File: src/hrpg_pkg.sv
// ----------------------------------------------------------------------------
// hrpg_pkg
// Shared types, widths and helper functions of the hexahedron raster point
// generator: item structs, register indexes, coefficient forming and output
// saturation.
// ----------------------------------------------------------------------------
`default_nettype none

package hrpg_pkg;

  localparam int unsigned COORD_BITS  = 24;
  localparam int unsigned FRAC_BITS   = 16;
  localparam int unsigned PAR_W       = FRAC_BITS + 1;
  localparam int unsigned COEF_W      = COORD_BITS + 3;
  localparam int unsigned MUL_B_W     = PAR_W + 1;
  localparam int unsigned MUL_W       = COEF_W + MUL_B_W;
  localparam int unsigned ACC_W       = MUL_W + 3;
  localparam int unsigned SAT_W       = ACC_W - FRAC_BITS;
  localparam int unsigned NUM_CORNERS = 8;
  localparam int unsigned NUM_AXES    = 3;
  localparam int unsigned NUM_TERMS   = 7;
  localparam int unsigned STEP_W      = 17;
  localparam int unsigned CFG_DATA_W  = 17;
  localparam int unsigned CFG_ADDR_W  = 1;
  localparam int unsigned QUEUE_DEPTH = 2;

  localparam int unsigned DEF_MAX_EDGE_POINTS = 256;
  localparam int unsigned STEP_RESET          = 6554;
  localparam int unsigned EDGE_RESET          = 11;

  typedef enum logic [CFG_ADDR_W-1:0] {
    CFG_STEP_SIZE   = 1'b0,
    CFG_EDGE_POINTS = 1'b1
  } cfg_addr_e;

  typedef enum logic {
    CMD_LOAD = 1'b0,
    CMD_EMIT = 1'b1
  } cmd_e;

  typedef enum logic [1:0] {
    BK_IDLE,
    BK_PARAM,
    BK_MAC,
    BK_DRAIN
  } back_state_e;

  typedef struct packed {
    logic                         cmd;
    logic [2:0]                   corner_index;
    logic signed [COORD_BITS-1:0] coord_x;
    logic signed [COORD_BITS-1:0] coord_y;
    logic signed [COORD_BITS-1:0] coord_z;
  } in_item_t;

  typedef struct packed {
    logic signed [COORD_BITS-1:0] point_x;
    logic signed [COORD_BITS-1:0] point_y;
    logic signed [COORD_BITS-1:0] point_z;
    logic                         last_point;
  } out_item_t;

  typedef logic signed [COEF_W-1:0] coef_t;
  typedef logic [NUM_CORNERS-1:0][COORD_BITS-1:0] corner_set_t;
  typedef corner_set_t [NUM_AXES-1:0] corner_store_t;

  localparam logic signed [SAT_W-1:0] SAT_HI =
    {{(SAT_W-COORD_BITS+1){1'b0}}, {(COORD_BITS-1){1'b1}}};
  localparam logic signed [SAT_W-1:0] SAT_LO =
    {{(SAT_W-COORD_BITS+1){1'b1}}, {(COORD_BITS-1){1'b0}}};

  // coefficient of term 1..7 (index 0..6) for one axis
  function automatic coef_t coef_term(input corner_set_t c, input logic [2:0] term);
    coef_t e0, e1, e2, e3, e4, e5, e6, e7;
    coef_t k;
    e0 = coef_t'($signed(c[0]));
    e1 = coef_t'($signed(c[1]));
    e2 = coef_t'($signed(c[2]));
    e3 = coef_t'($signed(c[3]));
    e4 = coef_t'($signed(c[4]));
    e5 = coef_t'($signed(c[5]));
    e6 = coef_t'($signed(c[6]));
    e7 = coef_t'($signed(c[7]));
    case (term)
      3'd0:    k = e1 - e0;
      3'd1:    k = e2 - e0;
      3'd2:    k = e4 - e0;
      3'd3:    k = e3 - e1 - e2 + e0;
      3'd4:    k = e5 - e1 - e4 + e0;
      3'd5:    k = e6 - e2 - e4 + e0;
      3'd6:    k = e7 - e0 + e1 + e2 - e3 + e4 - e5 - e6;
      default: k = '0;
    endcase
    return k;
  endfunction

  // floor to a signed 24-bit integer (q23.0) and clamp to the coordinate range
  function automatic logic [COORD_BITS-1:0] sat_coord(input logic signed [ACC_W-1:0] acc);
    logic signed [SAT_W-1:0] sh;
    logic [COORD_BITS-1:0]   res;
    sh = $signed(acc[ACC_W-1:FRAC_BITS]);
    if (sh > SAT_HI) begin
      res = SAT_HI[COORD_BITS-1:0];
    end else if (sh < SAT_LO) begin
      res = SAT_LO[COORD_BITS-1:0];
    end else begin
      res = sh[COORD_BITS-1:0];
    end
    return res;
  endfunction

endpackage

`default_nettype wire

File: src/hexahedron_raster_point_generator.sv
// ----------------------------------------------------------------------------
// hexahedron_raster_point_generator
// Emit: new emits are queued while the back part works on one emit at a
// time on the shared multiplier (7 parameter products, 21 coefficient products).
// Load: it waits until queued and running emits are done.
// Reset: corners and lattice counters zero, step 6554, edge points 11.
// Fills a hexahedron with a trilinear point raster, w fastest, then u, then v.
// ----------------------------------------------------------------------------
`default_nettype none

module hexahedron_raster_point_generator #(
  parameter int unsigned MAX_EDGE_POINTS = hrpg_pkg::DEF_MAX_EDGE_POINTS
) (
  input  logic                            clk_i,
  input  logic                            rst_ni,
  input  logic                            cfg_we_i,
  input  logic [hrpg_pkg::CFG_ADDR_W-1:0] cfg_addr_i,
  input  logic [hrpg_pkg::CFG_DATA_W-1:0] cfg_wdata_i,
  input  logic                            in_valid_i,
  input  hrpg_pkg::in_item_t              in_data_i,
  output logic                            in_stall_o,
  output logic                            out_valid_o,
  output hrpg_pkg::out_item_t             out_data_o,
  input  logic                            out_stall_i
);

  localparam int unsigned JOB_W = 3 * $clog2(MAX_EDGE_POINTS) + 1;

  logic                        q_push, q_pop, q_full, q_empty;
  logic [JOB_W-1:0]            q_wdata, q_rdata;
  logic                        back_busy;
  hrpg_pkg::corner_store_t     corners;
  logic [hrpg_pkg::STEP_W-1:0] step_size;

  hrpg_front #(
    .MAX_EDGE_POINTS(MAX_EDGE_POINTS)
  ) u_front (
    .clk_i       (clk_i),
    .rst_ni      (rst_ni),
    .cfg_we_i    (cfg_we_i),
    .cfg_addr_i  (cfg_addr_i),
    .cfg_wdata_i (cfg_wdata_i),
    .in_valid_i  (in_valid_i),
    .in_data_i   (in_data_i),
    .in_stall_o  (in_stall_o),
    .q_full_i    (q_full),
    .q_empty_i   (q_empty),
    .q_push_o    (q_push),
    .q_data_o    (q_wdata),
    .back_busy_i (back_busy),
    .corners_o   (corners),
    .step_size_o (step_size)
  );

  hrpg_fifo #(
    .WIDTH(JOB_W),
    .DEPTH(hrpg_pkg::QUEUE_DEPTH)
  ) u_queue (
    .clk_i   (clk_i),
    .rst_ni  (rst_ni),
    .push_i  (q_push),
    .wdata_i (q_wdata),
    .pop_i   (q_pop),
    .rdata_o (q_rdata),
    .full_o  (q_full),
    .empty_o (q_empty)
  );

  hrpg_back #(
    .MAX_EDGE_POINTS(MAX_EDGE_POINTS)
  ) u_back (
    .clk_i       (clk_i),
    .rst_ni      (rst_ni),
    .step_size_i (step_size),
    .corners_i   (corners),
    .q_empty_i   (q_empty),
    .q_data_i    (q_rdata),
    .q_pop_o     (q_pop),
    .busy_o      (back_busy),
    .out_valid_o (out_valid_o),
    .out_data_o  (out_data_o),
    .out_stall_i (out_stall_i)
  );

endmodule

`default_nettype wire

File: src/hrpg_fifo.sv
// ----------------------------------------------------------------------------
// hrpg_fifo
// Small flop based queue that carries raster jobs from the front part to the
// back part.
// ----------------------------------------------------------------------------
`default_nettype none

module hrpg_fifo #(
  parameter int unsigned WIDTH = 8,
  parameter int unsigned DEPTH = 2
) (
  input  logic             clk_i,
  input  logic             rst_ni,
  input  logic             push_i,
  input  logic [WIDTH-1:0] wdata_i,
  input  logic             pop_i,
  output logic [WIDTH-1:0] rdata_o,
  output logic             full_o,
  output logic             empty_o
);

  localparam int unsigned PTR_W = (DEPTH > 1) ? $clog2(DEPTH) : 1;
  localparam int unsigned CNT_W = $clog2(DEPTH + 1);
  localparam logic [PTR_W-1:0] PTR_LAST = PTR_W'(DEPTH - 1);

  logic [WIDTH-1:0] mem_q [DEPTH];
  logic [PTR_W-1:0] wr_ptr_q, wr_ptr_d;
  logic [PTR_W-1:0] rd_ptr_q, rd_ptr_d;
  logic [CNT_W-1:0] count_q, count_d;
  logic             do_push, do_pop;

  assign full_o  = (count_q == CNT_W'(DEPTH));
  assign empty_o = (count_q == '0);
  assign do_push = push_i && !full_o;
  assign do_pop  = pop_i && !empty_o;
  assign rdata_o = mem_q[rd_ptr_q];

  always_comb begin
    wr_ptr_d = wr_ptr_q;
    rd_ptr_d = rd_ptr_q;
    count_d  = count_q;
    if (do_push) begin
      wr_ptr_d = (wr_ptr_q == PTR_LAST) ? '0 : wr_ptr_q + 1'b1;
    end
    if (do_pop) begin
      rd_ptr_d = (rd_ptr_q == PTR_LAST) ? '0 : rd_ptr_q + 1'b1;
    end
    if (do_push && !do_pop) begin
      count_d = count_q + 1'b1;
    end else if (do_pop && !do_push) begin
      count_d = count_q - 1'b1;
    end
  end

  always_ff @(posedge clk_i or negedge rst_ni) begin
    if (!rst_ni) begin
      wr_ptr_q <= '0;
      rd_ptr_q <= '0;
      count_q  <= '0;
    end else begin
      wr_ptr_q <= wr_ptr_d;
      rd_ptr_q <= rd_ptr_d;
      count_q  <= count_d;
    end
  end

  always_ff @(posedge clk_i) begin
    if (do_push) begin
      mem_q[wr_ptr_q] <= wdata_i;
    end
  end

endmodule

`default_nettype wire

File: src/hrpg_front.sv
// ----------------------------------------------------------------------------
// hrpg_front
// Front part: configuration registers, corner store, lattice index counters.
// Takes input transfers, writes corners and queues one job per emit.
// ----------------------------------------------------------------------------
`default_nettype none

module hrpg_front #(
  parameter int unsigned MAX_EDGE_POINTS = hrpg_pkg::DEF_MAX_EDGE_POINTS
) (
  input  logic                                clk_i,
  input  logic                                rst_ni,
  input  logic                                cfg_we_i,
  input  logic [hrpg_pkg::CFG_ADDR_W-1:0]     cfg_addr_i,
  input  logic [hrpg_pkg::CFG_DATA_W-1:0]     cfg_wdata_i,
  input  logic                                in_valid_i,
  input  hrpg_pkg::in_item_t                  in_data_i,
  output logic                                in_stall_o,
  input  logic                                q_full_i,
  input  logic                                q_empty_i,
  output logic                                q_push_o,
  output logic [3*$clog2(MAX_EDGE_POINTS):0]  q_data_o,
  input  logic                                back_busy_i,
  output hrpg_pkg::corner_store_t             corners_o,
  output logic [hrpg_pkg::STEP_W-1:0]         step_size_o
);

  localparam int unsigned IDX_W = $clog2(MAX_EDGE_POINTS);
  localparam int unsigned DW    = hrpg_pkg::CFG_DATA_W;

  logic [hrpg_pkg::STEP_W-1:0] step_q;
  logic [DW-1:0]               edge_q;
  hrpg_pkg::corner_store_t     corner_q;
  logic [IDX_W-1:0]            u_q, v_q, w_q;
  logic [IDX_W-1:0]            last_idx;
  logic                        u_end, v_end, w_end, fin;
  logic                        accept, is_emit;

  assign is_emit = (in_data_i.cmd == hrpg_pkg::CMD_EMIT);

  always_comb begin
    if (is_emit) begin
      in_stall_o = q_full_i;
    end else begin
      // loads wait until no earlier point still reads the corners
      in_stall_o = !(q_empty_i && !back_busy_i);
    end
  end

  assign accept = in_valid_i && !in_stall_o;

  always_comb begin
    if (edge_q == '0) begin
      last_idx = '0;
    end else if (32'(edge_q) > 32'(MAX_EDGE_POINTS)) begin
      last_idx = IDX_W'(MAX_EDGE_POINTS - 1);
    end else begin
      last_idx = IDX_W'(edge_q - 1'b1);
    end
  end

  assign w_end = (w_q >= last_idx);
  assign u_end = (u_q >= last_idx);
  assign v_end = (v_q >= last_idx);
  assign fin   = w_end && u_end && v_end;

  assign q_push_o    = accept && is_emit;
  assign q_data_o    = {fin, v_q, u_q, w_q};
  assign corners_o   = corner_q;
  assign step_size_o = step_q;

  always_ff @(posedge clk_i or negedge rst_ni) begin
    if (!rst_ni) begin
      step_q <= hrpg_pkg::STEP_W'(hrpg_pkg::STEP_RESET);
      edge_q <= DW'(hrpg_pkg::EDGE_RESET);
    end else if (cfg_we_i) begin
      unique case (cfg_addr_i)
        hrpg_pkg::CFG_STEP_SIZE:   step_q <= cfg_wdata_i;
        hrpg_pkg::CFG_EDGE_POINTS: edge_q <= cfg_wdata_i;
        default: ;
      endcase
    end
  end

  always_ff @(posedge clk_i or negedge rst_ni) begin
    if (!rst_ni) begin
      corner_q <= '0;
    end else if (accept && !is_emit) begin
      corner_q[0][in_data_i.corner_index] <= in_data_i.coord_x;
      corner_q[1][in_data_i.corner_index] <= in_data_i.coord_y;
      corner_q[2][in_data_i.corner_index] <= in_data_i.coord_z;
    end
  end

  // w fastest, then u, then v
  always_ff @(posedge clk_i or negedge rst_ni) begin
    if (!rst_ni) begin
      u_q <= '0;
      v_q <= '0;
      w_q <= '0;
    end else if (q_push_o) begin
      if (w_end) begin
        w_q <= '0;
        if (u_end) begin
          u_q <= '0;
          v_q <= v_end ? '0 : v_q + 1'b1;
        end else begin
          u_q <= u_q + 1'b1;
        end
      end else begin
        w_q <= w_q + 1'b1;
      end
    end
  end

endmodule

`default_nettype wire

File: src/hrpg_back.sv
// ----------------------------------------------------------------------------
// hrpg_back
// Back part: one shared signed multiplier forms the seven lattice parameters,
// then runs 21 coefficient products through a short pipeline into three
// accumulators, then floors, saturates and registers the raster point.
// ----------------------------------------------------------------------------
`default_nettype none

module hrpg_back #(
  parameter int unsigned MAX_EDGE_POINTS = hrpg_pkg::DEF_MAX_EDGE_POINTS
) (
  input  logic                               clk_i,
  input  logic                               rst_ni,
  input  logic [hrpg_pkg::STEP_W-1:0]        step_size_i,
  input  hrpg_pkg::corner_store_t            corners_i,
  input  logic                               q_empty_i,
  input  logic [3*$clog2(MAX_EDGE_POINTS):0] q_data_i,
  output logic                               q_pop_o,
  output logic                               busy_o,
  output logic                               out_valid_o,
  output hrpg_pkg::out_item_t                out_data_o,
  input  logic                               out_stall_i
);

  localparam int unsigned IDX_W  = $clog2(MAX_EDGE_POINTS);
  localparam int unsigned PAR_W  = hrpg_pkg::PAR_W;
  localparam int unsigned COEF_W = hrpg_pkg::COEF_W;
  localparam int unsigned MB_W   = hrpg_pkg::MUL_B_W;
  localparam int unsigned MUL_W  = hrpg_pkg::MUL_W;
  localparam int unsigned ACC_W  = hrpg_pkg::ACC_W;
  localparam int unsigned FRAC   = hrpg_pkg::FRAC_BITS;
  localparam int unsigned NAX    = hrpg_pkg::NUM_AXES;
  localparam int unsigned NTERM  = hrpg_pkg::NUM_TERMS;

  localparam logic [2:0]              LAST_TERM = 3'(NTERM - 1);
  localparam logic [1:0]              LAST_AXIS = 2'(NAX - 1);
  localparam logic [PAR_W-1:0]        PAR_ONE   = PAR_W'(1) << FRAC;
  localparam logic signed [MUL_W-1:0] ONE_WIDE  = MUL_W'(PAR_ONE);

  hrpg_pkg::back_state_e state_q, state_d;

  logic [IDX_W-1:0]         u_q, v_q, w_q;
  logic                     last_q;
  logic [PAR_W-1:0]         par_q [NTERM];
  logic [2:0]               term_q;
  logic [1:0]               axis_q;
  logic                     s1_valid_q, s2_valid_q;
  logic [1:0]               s1_axis_q, s2_axis_q;
  hrpg_pkg::coef_t          k_q;
  logic [PAR_W-1:0]         p_q;
  logic signed [MUL_W-1:0]  prod_q;
  logic signed [ACC_W-1:0]  acc_q [NAX];
  logic                     out_valid_q;
  hrpg_pkg::out_item_t      out_data_q;

  logic signed [COEF_W-1:0] mul_a;
  logic signed [MB_W-1:0]   mul_b;
  logic signed [MUL_W-1:0]  mul_p;
  logic [PAR_W-1:0]         par_res;
  logic                     out_free, out_load;

  assign out_free    = !out_valid_q || !out_stall_i;
  assign out_valid_o = out_valid_q;
  assign out_data_o  = out_data_q;
  assign busy_o      = (state_q != hrpg_pkg::BK_IDLE);

  // shared multiplier
  always_comb begin
    mul_a = '0;
    mul_b = '0;
    if (s1_valid_q) begin
      mul_a = k_q;
      mul_b = $signed({1'b0, p_q});
    end else begin
      case (term_q)
        3'd0: begin
          mul_a = COEF_W'(u_q);
          mul_b = MB_W'(step_size_i);
        end
        3'd1: begin
          mul_a = COEF_W'(v_q);
          mul_b = MB_W'(step_size_i);
        end
        3'd2: begin
          mul_a = COEF_W'(w_q);
          mul_b = MB_W'(step_size_i);
        end
        3'd3: begin
          mul_a = COEF_W'(par_q[0]);
          mul_b = MB_W'(par_q[1]);
        end
        3'd4: begin
          mul_a = COEF_W'(par_q[0]);
          mul_b = MB_W'(par_q[2]);
        end
        3'd5: begin
          mul_a = COEF_W'(par_q[1]);
          mul_b = MB_W'(par_q[2]);
        end
        3'd6: begin
          mul_a = COEF_W'(par_q[3]);
          mul_b = MB_W'(par_q[2]);
        end
        default: begin
          mul_a = '0;
          mul_b = '0;
        end
      endcase
    end
    mul_p = mul_a * mul_b;
  end

  // lattice coordinates clamp at one, products keep q1.16
  always_comb begin
    if (term_q < 3'd3) begin
      par_res = (mul_p > ONE_WIDE) ? PAR_ONE : mul_p[PAR_W-1:0];
    end else begin
      par_res = mul_p[FRAC +: PAR_W];
    end
  end

  always_comb begin
    state_d  = state_q;
    q_pop_o  = 1'b0;
    out_load = 1'b0;
    unique case (state_q)
      hrpg_pkg::BK_IDLE: begin
        if (!q_empty_i) begin
          q_pop_o = 1'b1;
          state_d = hrpg_pkg::BK_PARAM;
        end
      end
      hrpg_pkg::BK_PARAM: begin
        if (term_q == LAST_TERM) begin
          state_d = hrpg_pkg::BK_MAC;
        end
      end
      hrpg_pkg::BK_MAC: begin
        if (axis_q == LAST_AXIS && term_q == LAST_TERM) begin
          state_d = hrpg_pkg::BK_DRAIN;
        end
      end
      hrpg_pkg::BK_DRAIN: begin
        if (!s1_valid_q && !s2_valid_q && out_free) begin
          out_load = 1'b1;
          state_d  = hrpg_pkg::BK_IDLE;
        end
      end
      default: state_d = hrpg_pkg::BK_IDLE;
    endcase
  end

  always_ff @(posedge clk_i or negedge rst_ni) begin
    if (!rst_ni) begin
      state_q     <= hrpg_pkg::BK_IDLE;
      term_q      <= '0;
      axis_q      <= '0;
      s1_valid_q  <= 1'b0;
      s2_valid_q  <= 1'b0;
      out_valid_q <= 1'b0;
    end else begin
      state_q    <= state_d;
      s1_valid_q <= (state_q == hrpg_pkg::BK_MAC);
      s2_valid_q <= s1_valid_q;
      if (q_pop_o) begin
        term_q <= '0;
      end else if (state_q == hrpg_pkg::BK_PARAM) begin
        term_q <= (term_q == LAST_TERM) ? '0 : term_q + 1'b1;
        axis_q <= '0;
      end else if (state_q == hrpg_pkg::BK_MAC) begin
        if (term_q == LAST_TERM) begin
          term_q <= '0;
          axis_q <= axis_q + 1'b1;
        end else begin
          term_q <= term_q + 1'b1;
        end
      end
      if (out_load) begin
        out_valid_q <= 1'b1;
      end else if (!out_stall_i) begin
        out_valid_q <= 1'b0;
      end
    end
  end

  always_ff @(posedge clk_i) begin
    if (q_pop_o) begin
      {last_q, v_q, u_q, w_q} <= q_data_i;
    end
    if (state_q == hrpg_pkg::BK_PARAM) begin
      par_q[term_q] <= par_res;
      if (term_q == LAST_TERM) begin
        // start each sum at corner 0 scaled to the product grid
        for (int a = 0; a < NAX; a++) begin
          acc_q[a] <= ACC_W'($signed(corners_i[a][0])) <<< FRAC;
        end
      end
    end
    if (state_q == hrpg_pkg::BK_MAC) begin
      k_q       <= hrpg_pkg::coef_term(corners_i[axis_q], term_q);
      p_q       <= par_q[term_q];
      s1_axis_q <= axis_q;
    end
    if (s1_valid_q) begin
      prod_q    <= mul_p;
      s2_axis_q <= s1_axis_q;
    end
    if (s2_valid_q) begin
      acc_q[s2_axis_q] <= acc_q[s2_axis_q] + ACC_W'(prod_q);
    end
    if (out_load) begin
      out_data_q.point_x    <= hrpg_pkg::sat_coord(acc_q[0]);
      out_data_q.point_y    <= hrpg_pkg::sat_coord(acc_q[1]);
      out_data_q.point_z    <= hrpg_pkg::sat_coord(acc_q[2]);
      out_data_q.last_point <= last_q;
    end
  end

endmodule

`default_nettype wire

File: config.mk
export PLATFORM = sky130hd
export DESIGN_NAME = hexahedron_raster_point_generator
export DESIGN_NICKNAME = d
export VERILOG_FILES = /design/src/hrpg_pkg.sv /design/src/hexahedron_raster_point_generator.sv /design/src/hrpg_fifo.sv /design/src/hrpg_front.sv /design/src/hrpg_back.sv
export SDC_FILE = /design/constraint.sdc
export NUM_CORES = 2
export LEC_CHECK = 0
export ABC_AREA = 1
export BUFFER_PORTS_ARGS = -buffer_cell sky130_fd_sc_hd__buf_2
export CAP_MARGIN = 0
export CORE_UTILIZATION = 60
export CTS_CLUSTER_DIAMETER = 50
export CTS_CLUSTER_SIZE = 8
export DETAILED_ROUTE_END_ITERATION = 7
export HOLD_SLACK_MARGIN = 0.06
export PLACE_DENSITY_LB_ADDON = 0.2
export REMOVE_ABC_BUFFERS = 1
export SLEW_MARGIN = 20
export SYNTH_ARGS = -nofsm -noshare
export SYNTH_HDL_FRONTEND = slang
export SYNTH_HIERARCHICAL = 1
export SYNTH_SLANG_ARGS = --single-unit
File: constraint.sdc
create_clock -name clk_i -period 21.7 [get_ports clk_i]
set_input_delay 1.085 -clock clk_i [delete_from_list [all_inputs] [get_ports clk_i]]
set_output_delay 1.085 -clock clk_i [all_outputs]
set_load 0.02 [all_outputs]
==> flow_summary_export.csv <==
group,metric,value,unit
route,num_vias,77200,
die,core_area,148000,sq um
layout,syn2layout_area_growth,8.62,%
cts,cts_resized,0,
logic_synthesis,seq_area_frac_synth,0.371,
logic_synthesis,synth.largest_area_cell,"edfxtp_1",
logic_synthesis,netlist_area,90000,sq um
critical_path,cp-start-kind,"register",
sta,relSlewSlack,0.189,
cts,clk_latency,0.85,ns
cts,htreeDepth,4,
sta,fin_skew,0.0827,ns
sta,whs,0.262,ns
sta,min_period,10.40,ns
global_routing,grt_pass1_vias,75600,
hold_path,hold_path_class,"in2async",
cts,tritoncts,"done",
logic_synthesis,synth_edf_count,569,
sta,setup_ws,11.30,ns
cts,clock_sinks,1219,
placed_design,pre_cts_slack,11.74,ns
critical_path,cp-end-kind,"register",
die,start_util,0.607,
layout,drive_above_1_share,0.0808,
global_routing,grt_use_total,0.426,
critical_path,path_delay_family,"simple AND/OR/NAND/NOR gates",
route,dr.pass1.iters,7,
die,die_y,389,um
sta,finalHoldViolCount,0,
sta,max_freq,0.0962,GHz
placed_design,io_buffers,173,
critical_path,r2r_setup_slack,11.30,ns
critical_path,slowest_stage,"o21ai_0",
global_routing,grt_pass1_wl,476000,um
route,post_drt_via_cell_ratio,6.10,
cts,cts_buffers,185,
critical_path,path_class,"reg2reg",
cts,clockRootBuffer,"clkbuf_16",
logic_synthesis,synth_top_family_by_area,"adder cells",
route,wire_per_inst,25.5,um
critical_path,cpMostUsedCell,"fa_1",
sta,min_period_over_period,0.479,
logic_synthesis,yosys.area_share.adder,0.217,
die,die_area,152000,sq um
flow_run,cap_violations,0,
logic_synthesis,yosysTopAreaCellShare,0.190,
route,drtIter0Drc,9807,
logic_synthesis,yosys.area_share.simple,0.181,
logic_synthesis,synth_area_leaders,"edfxtp_1 19%, dfrtp_1 18%, fa_1 17%, nand2_1 10%, inv_1 6.6%",
cts,clk_pin_slew_worst_paths,0.05,ns
global_routing,antenna_found_initial,19,
die,io-pin-count,174,
placed_design,dp_hpwl,247000,um
logic_synthesis,synth.avg_cell_area,8.58,sq um
cts,postCtsHoldBufs,0,
sta,setup_viol,0,
logic_synthesis,ys.flop_type,"dfrtp_1",
placed_design,place.gp.congestion,1.10,
cts,cts_max_path_buffers,3,
global_routing,grt-ovfl-total,0,
critical_path,crit_arrival,10.99,ns
cts,cts_setup_buffers,0,
sta,rsz0062_at_grt,"no",
logic_synthesis,synthCells,10500,
outcome,outcome,"finished, final reports clean",
sta,tightestPinTransition,1.21,ns
logic_synthesis,synthMuxAreaShare,0,
logic_synthesis,synthArstFlopShare,0.532,
logic_synthesis,ys_ff_latch,1219,
die,rows,141,
route,drt_wl_total,322000,um
logic_synthesis,synth_xor_area_frac,0.0100,
route,ant_nets,0,
critical_path,critPathMaxFanout,34,
logic_synthesis,netlist-cell-type-count,75,
sta,timing.final.max_slew_violations,0,
die,dieWidth,389,um
critical_path,cp.required,22.29,ns
layout,nets,11800,
critical_path,cp_slowest_stage_delay,0.86,ns
logic_synthesis,yosys_warnings,6,
critical_path,cp.buffers_inverters,7,
logic_synthesis,synth-compound-area-share,0.132,
route,drc,0,
sta,fin_setup_tns,0,ns
global_routing,grt_max_degree,105,
[synth_stat cells, types with 55 or more instances]
master,count
o21ai_1,310
a32oi_1,103
inv_1,1572
o21ai_0,927
nand2_1,2406
or2_2,235
nand4_1,69
nor2_1,802
nand3_1,240
ha_1,371
dfrtp_1,638
edfxtp_1,569
fa_1,746
xor2_1,59
buf_6,55
a21oi_1,525
clkbuf_1,275
[registers in the layout, indices dropped and copies added (netlist names), 2 cells and up, named ones only]
signal / cells
u_front/v_q: 8
u_back/out_data_o: 73
u_back/axis_q: 2
u_back/p_q: 17
u_front/corners_o: 576
u_back/u_q: 8
u_back/v_q: 8
u_queue/count_q: 2
u_back/acc_q: 192
u_back/prod_q: 45
u_queue/mem_q: 50
u_back/term_q: 3
u_back/w_q: 8
u_back/par_q: 136
u_front/step_size_o: 17
u_back/s2_axis_q: 2
u_front/w_q: 8
u_back/state_q: 2
u_front/u_q: 8
u_back/s1_axis_q: 2
u_back/k_q: 27
u_front/edge_q: 17
[placed cells by master, fill, tap and decap left out, types with 41 or more instances in the layout]
| master | instances |
|---|---|
| xnor2_1 | 41 |
| a21oi_1 | 524 |
| clkbuf_1 | 60 |
| o21ai_0 | 917 |
| or2_2 | 235 |
| o21ai_1 | 315 |
| buf_4 | 89 |
| nor2_1 | 796 |
| nand2_1 | 2403 |
| xor2_1 | 59 |
| edfxtp_1 | 569 |
| nand4_1 | 69 |
| buf_2 | 172 |
| inv_1 | 1570 |
| dfrtp_1 | 636 |
| fa_1 | 746 |
| clkbuf_16 | 186 |
| nand3_1 | 240 |
| a32oi_1 | 103 |
| ha_1 | 370 |
| nor3_1 | 45 |
[layout make-up]
type	count	area, sq um
Fill cell	11900	50600
Multi-Input combinational cell	7273	48800
Sequential cell	1219	33400
Inverter	1606	6040
Clock buffer	246	4880
Tap cell	2002	2500
Timing Repair Buffer	266	1610
Clock inverter	38	593
Antenna cell	4	10.0
[final timing paths]
kind                                               startpoint                             endpoint  cells past startpoint
min in group clk_i              u_back/acc_q[2][47]$_DFFE_PP_  u_back/out_data_o[24]$_SDFFCE_PN0P_                      0
worst max register to register   u_back/term_q[2]$_DFFE_PN0P_        u_back/par_q[3][13]$_DFFE_PP_                     34
worst min-delay path                                   rst_ni   u_front/corners_o[252]$_DFFE_PN0P_                      1
worst max-delay path             u_back/term_q[2]$_DFFE_PN0P_        u_back/par_q[3][13]$_DFFE_PP_                     34
worst min register to register  u_back/acc_q[2][47]$_DFFE_PP_  u_back/out_data_o[24]$_SDFFCE_PN0P_                      0
max in group asynchronous                              rst_ni         u_back/axis_q[0]$_DFFE_PN0P_                      5
[stage by stage]
step	util	instances	cell area [sq um]
final	0.659	12700	97800
after global placement	0.622	12400	92200
after CTS	0.659	12600	97700
after floorplan	-	10100	88000
after global routing	0.659	12700	97800
after detailed placement	0.622	12400	92200
[cells by family (layout without fill, tap and decap cells)]
logic type | count (synthesis) | after routing
AND/OR/NAND/NOR | 3912 | 3912
AO/OA/AOI/OAI | 2142 | 2142
buffers and inverters | 1997 | 2156
flip-flops | 1219 | 1219
adder cells (fa/ha/maj) | 1117 | 1117
XOR/XNOR | 102 | 102
other | 0 | 4
[routing by layer]
| layer | track usage | routed length [um] | vias up |
|---|---|---|---|
| li1 | - | - | 34000 |
| met1 | 0.566 | 123000 | 37600 |
| met2 | 0.640 | 140000 | 4734 |
| met3 | 0.125 | 40500 | 838 |
| met4 | 0.212 | 18700 | 16 |
| met5 | 0 | 101 | - |
Power is left out: the tool's default activity adds up to more than one toggle a clock period on the data nets, which glitch-free logic cannot reach.
